**config.mk**
```make
export PLATFORM = sky130hd
export DESIGN_NAME = rrb_ram
export DESIGN_NICKNAME = d
export VERILOG_FILES = /design/src/hw/rtl/rrb_ram.sv
export SDC_FILE = /design/constraint.sdc
export NUM_CORES = 1
export LEC_CHECK = 0
export ABC_AREA = 1
export BUFFER_PORTS_ARGS = -buffer_cell sky130_fd_sc_hd__buf_2
export CORE_MARGIN = 3
export CORE_UTILIZATION = 37
export DETAILED_ROUTE_END_ITERATION = 7
export GPL_ROUTABILITY_DRIVEN = 1
export GPL_TIMING_DRIVEN = 0
export PLACE_DENSITY = 0.5
export SLEW_MARGIN = 5
export SYNTH_ARGS = -nofsm -noshare
export SYNTH_HDL_FRONTEND = slang
export SYNTH_SLANG_ARGS = --single-unit
```
**constraint.sdc**
```tcl
create_clock -name clock -period 3.1 [get_ports clock]
set_clock_uncertainty 0.05 [all_clocks]
set_input_delay 0.62 -clock clock [delete_from_list [all_inputs] [get_ports clock]]
set_output_delay 0.62 -clock clock [all_outputs]
set_load 0.005 [all_outputs]
```
**src/hw/rtl/rrb_ram.sv**
```systemverilog
// Generic single-write, single-read RAM with registered read data.
module rrb_ram #(
   parameter int WIDTH = 8,
   parameter int DEPTH = 64
) (
   input  logic                     clock,
   input  logic                     wr_en,
   input  logic [$clog2(DEPTH)-1:0] wr_addr,
   input  logic [WIDTH-1:0]         wr_data,
   input  logic                     rd_en,
   input  logic [$clog2(DEPTH)-1:0] rd_addr,
   output logic [WIDTH-1:0]         rd_data
);

   logic [WIDTH-1:0] mem [DEPTH];

   always_ff @(posedge clock) begin
      if (wr_en) begin
         mem[wr_addr] <= wr_data;
      end
      if (rd_en) begin
         rd_data <= mem[rd_addr];
      end
   end

endmodule

```
[Word-level counts from Yosys, hierarchy flattened]
Memory sizes are Yosys's and may differ from the RTL's. A register that Yosys moved wholly into a read port is not among the register bits.
Cells that the tools add are included.
Word-level totals
  register bits after elaboration: 0
  bits in latches: 0
  memory bits (writable): 512
  bits in read-only memories: 0
  input bits: 23
  output and inout port bits: 8
  word-level logic and storage cells: 3
  memories kept: 1
Cells by class
  $add $sub $neg: 0
  multiply operators: 0
  div/mod/pow operators: 0
  $lt $le $gt $ge: 0
  equality and inequality tests: 0
  shifts and indexed selects: 0
  mux-type cells: 2
  bitwise operators: 0
  reduce and logical (&&, ||, !) cells: 0
Memories
  mem: words 64, width 8, read ports 1, clocked after memory_dff 1, wr ports 1, line 15  | logic [WIDTH-1:0] mem [DEPTH];
Operators with widths (number)
  $mux W1: 2

[Longest topological paths before layout]
  word-level depth: 2
  mapped depth: 12
  gate-level depth less buffers: 9

[Worst setup path before layout]
Ideal clock, no wire load.
  path type: in2reg
  from: input wr_en
  to: memory mem[48][0] (enable)
  library setup time: 395 ps
  arrival time: 1991 ps
  data required time: 2655 ps
  path slack: 664 ps
  cell stages on the path: 3
  path buffers: 1
  path through: clkbuf_1 > nand4_1 > nor4_1
Between the ends
  word-level cells in the longest chain between the ends: 2
Ends and longest elaborated chain
  start: declaration: line 7  | input logic wr_en,
  $mux W1: line 18  | if (wr_en) begin
  $mux W1 (implied by the code): line 19  | mem[wr_addr] <= wr_data;
  end: declaration: line 15
No other way between the ends.

[Final worst setup path]
  from: input wr_addr[1]
  to: memory mem[9][5] (enable)
RTL lines
  start: declaration: line 8  | input logic [$clog2(DEPTH)-1:0] wr_addr,
Straight into the memory's write port.

==> flow_metrics.py <==
metrics = {
    "placement": {
        "place_congestion": 0.920,
        "io_buffers": 22,
        "hpwlAfterDp_um": 44600,
    },
    "floorplan": {
        "num_rows": 87,
        "die_area_mm2": 0.0608,
        "core_area_mm2": 0.0568,
        "initial_core_util_pct": 37.7,
        "io_pins": 31,
        "die_h_um": 247,
        "die_w_um": 247,
    },
    "detailed_routing": {
        "firstDrtPassIters": 8,
        "wl_um": 67100,
        "vias_per_cell": 5.26,
        "drt_iter0_drc": 1515,
        "vias": 14200,
        "final_antenna_net_count": 0,
        "wl_per_cell_um": 24.9,
        "drc": 0,
    },
    "cts": {
        "root_buffer": "clkbuf_16",
        "postCtsHoldBufs": 0,
        "cts_buffers": 55,
        "cts_resized": 0,
        "cts_tree": "built",
        "clock_sinks": 520,
        "htree_levels": 2,
        "clk_transition_reported_paths_ns": 0.06,
        "clockBufferDepth": 3,
        "clk_latency_ns": 0.62,
        "post_cts_buffers": 0,
    },
    "global_route": {
        "grt_busiest_layer": "met2",
        "grt_pass1_vias": 13700,
        "grtUsageMet3_pct": 4.42,
        "grt_overflow": 0,
        "grt_max_degree": 65,
        "grt_pass1_wl_um": 96300,
        "grt_usage_pct": 22.3,
        "antenna_found_initial": 5,
        "grt_use_met1_pct": 30.3,
        "grtUsageMet2_pct": 36.2,
    },
    "critical_path": {
        "critical_path_class": "input pin to register",
        "critPathMaxFanout": 9,
        "critPathCaptureType": "register",
        "r2r-start": "mem[25][5]",
        "cp_data_required_time_ns": 3.28,
        "startpoint": "wr_addr[1]",
        "crit_arrival_ns": 3.09,
        "r2r_slack_ns": 1.36,
        "start_kind": "input pin",
        "r2r_cells": 8,
        "crit_path_end": "mem[9][5]",
        "r2r_end": "rd_data[5]",
    },
    "yosys": {
        "netlist_instances": 1805,
        "ys_warn_count": 0,
        "seq_area_frac_synth_pct": 72.9,
        "synth.area.top_cells": "edfxtp_1 73%, nand2_1 11%, nand3_1 10%",
        "syn_area_per_cell_um2": 11.9,
        "syn_area_mm2": 0.0214,
        "synth_top_area_share_pct": 72.9,
        "yosysTopAreaCell": "edfxtp_1",
        "synth_fp_nets": 1828,
        "ys_types": 15,
        "ys_seq_elements": 520,
    },
    "sta": {
        "setup_violations": 0,
        "drv_slew": 0,
        "finalHoldViolCount": 0,
        "rsz0062_at_grt": "false",
        "fmax_mhz": 343,
        "tightestPinTransition_ns": 1.11,
        "post-route-period-util_pct": 94.1,
        "setup-tns-final_ns": 0,
        "layout_min_cycle_time_ns": 2.92,
        "slew_headroom_pct": 25.8,
    },
    "pwr": {
        "ir_drop_mv": 0.456,
        "power_density_mw_per_mm2": 621,
        "design_power_total_w": 0.0151,
        "p_leak_nw": 8.70,
    },
    "outcome": {
        "status": "completed",
    },
    "hold_path": {
        "holdCritPathClass": "input pin to register",
    },
    "final_layout": {
        "final_layout_size_suffix_gt1_share_pct": 10.4,
        "areaGrowthSynthToFinish_pct": 13.5,
        "fin_nets": 1917,
    },
    "job": {
        "cap_violations": 0,
    },
}
==> cell families after synthesis <==
logic type | after synthesis | synth area share (%)
and+or+nand+nor | 1160 | 23.1
DFF | 520 | 72.9
buffers and inverters | 125 | 4.01
==> registers in the layout, indices dropped and copies added (netlist names) <==
name and flops:
rd_data 8, mem 512
==> Yosys cell counts <==
library cell / instances
buf_4: 14
buf_2: 37
buf_8: 2
nor4_1: 8
clkbuf_1: 15
inv_6: 1
buf_1: 10
nand2_1: 648
inv_1: 10
nand3_1: 439
nor2_1: 56
edfxtp_1: 520
nand4_1: 9
buf_6: 35
inv_2: 1
==> worst max-delay path, stage by stage <==
cell and delay, ns:
clkbuf_1 0.24, inv_1 0.32, nand4_1 0.76, nor2_1 1.14
==> cells in the final DEF (no fill, tap or decap), types with 2 or more instances in the layout <==
cell type,instances
nand3_1,439
buf_1,10
clkinv_1,15
inv_1,10
buf_8,2
nand2_1,648
clkbuf_16,56
nor4_2,8
clkinv_2,8
bufinv_16,2
edfxtp_1,520
inv_6,2
clkbuf_1,28
buf_6,35
buf_2,51
nand4_1,9
nor2_1,56
clkinv_4,2
buf_4,30
==> worst min-delay path by stage <==
stage	startpoint	endpoint	slack, ns	cells after the start
global placement	mem[40][6]	rd_data[6]	0.91	8
detailed placement	mem[40][6]	rd_data[6]	0.90	8
global route	rd_en	rd_data[7]	0.38	1
floorplan	wr_data[0]	mem[0][0]	0.67	0
CTS	rd_en	rd_data[7]	0.34	1
finish	rd_en	rd_data[7]	0.39	1
==> power breakdown <==
part | internal [W] | switching (W)
Combinational | 0.000270 | 0.000803
Clock | 0.00346 | 0.00275
Sequential | 0.00780 | 0.0000124
Total | 0.0115 | 0.00356
==> layout make-up <==
| class | instances | area [um^2] |
|---|---|---|
| fill | 5347 | 32500 |
| sequential | 520 | 15600 |
| multi-input combinational | 1160 | 5000 |
| clock buffer | 69 | 1450 |
| tap | 756 | 946 |
| buffer | 113 | 808 |
| timing repair buffer | 32 | 238 |
| clock inverter | 30 | 206 |
| inverter | 12 | 50.0 |
| antenna | 1 | 2.50 |
==> through the flow <==
| step | worst slack (ns) | utilization, % | instances | hold slack (ns) | area [um^2] |
|---|---|---|---|---|---|
| 3_3_place_gp | -0.341 | 39.6 | 2583 | 0.913 | 22500 |
| 2_1_floorplan | 0.664 | - | 1805 | 0.669 | 21400 |
| 6_report | 0.183 | 42.8 | 2693 | 0.390 | 24300 |
| 3_5_place_dp | -0.217 | 39.9 | 2593 | 0.901 | 22600 |
| 5_1_grt | 0.158 | 42.8 | 2692 | 0.384 | 24300 |
| 4_1_cts | 0.432 | 42.8 | 2692 | 0.343 | 24300 |
==> layer usage <==
layer	part of all wire, %	up-vias
met3	7.6	125
met5	0.069	-
li1	-	6558
met4	2.9	6
met2	47	507
met1	43	6972
Power figures use the tool's default switching activity.
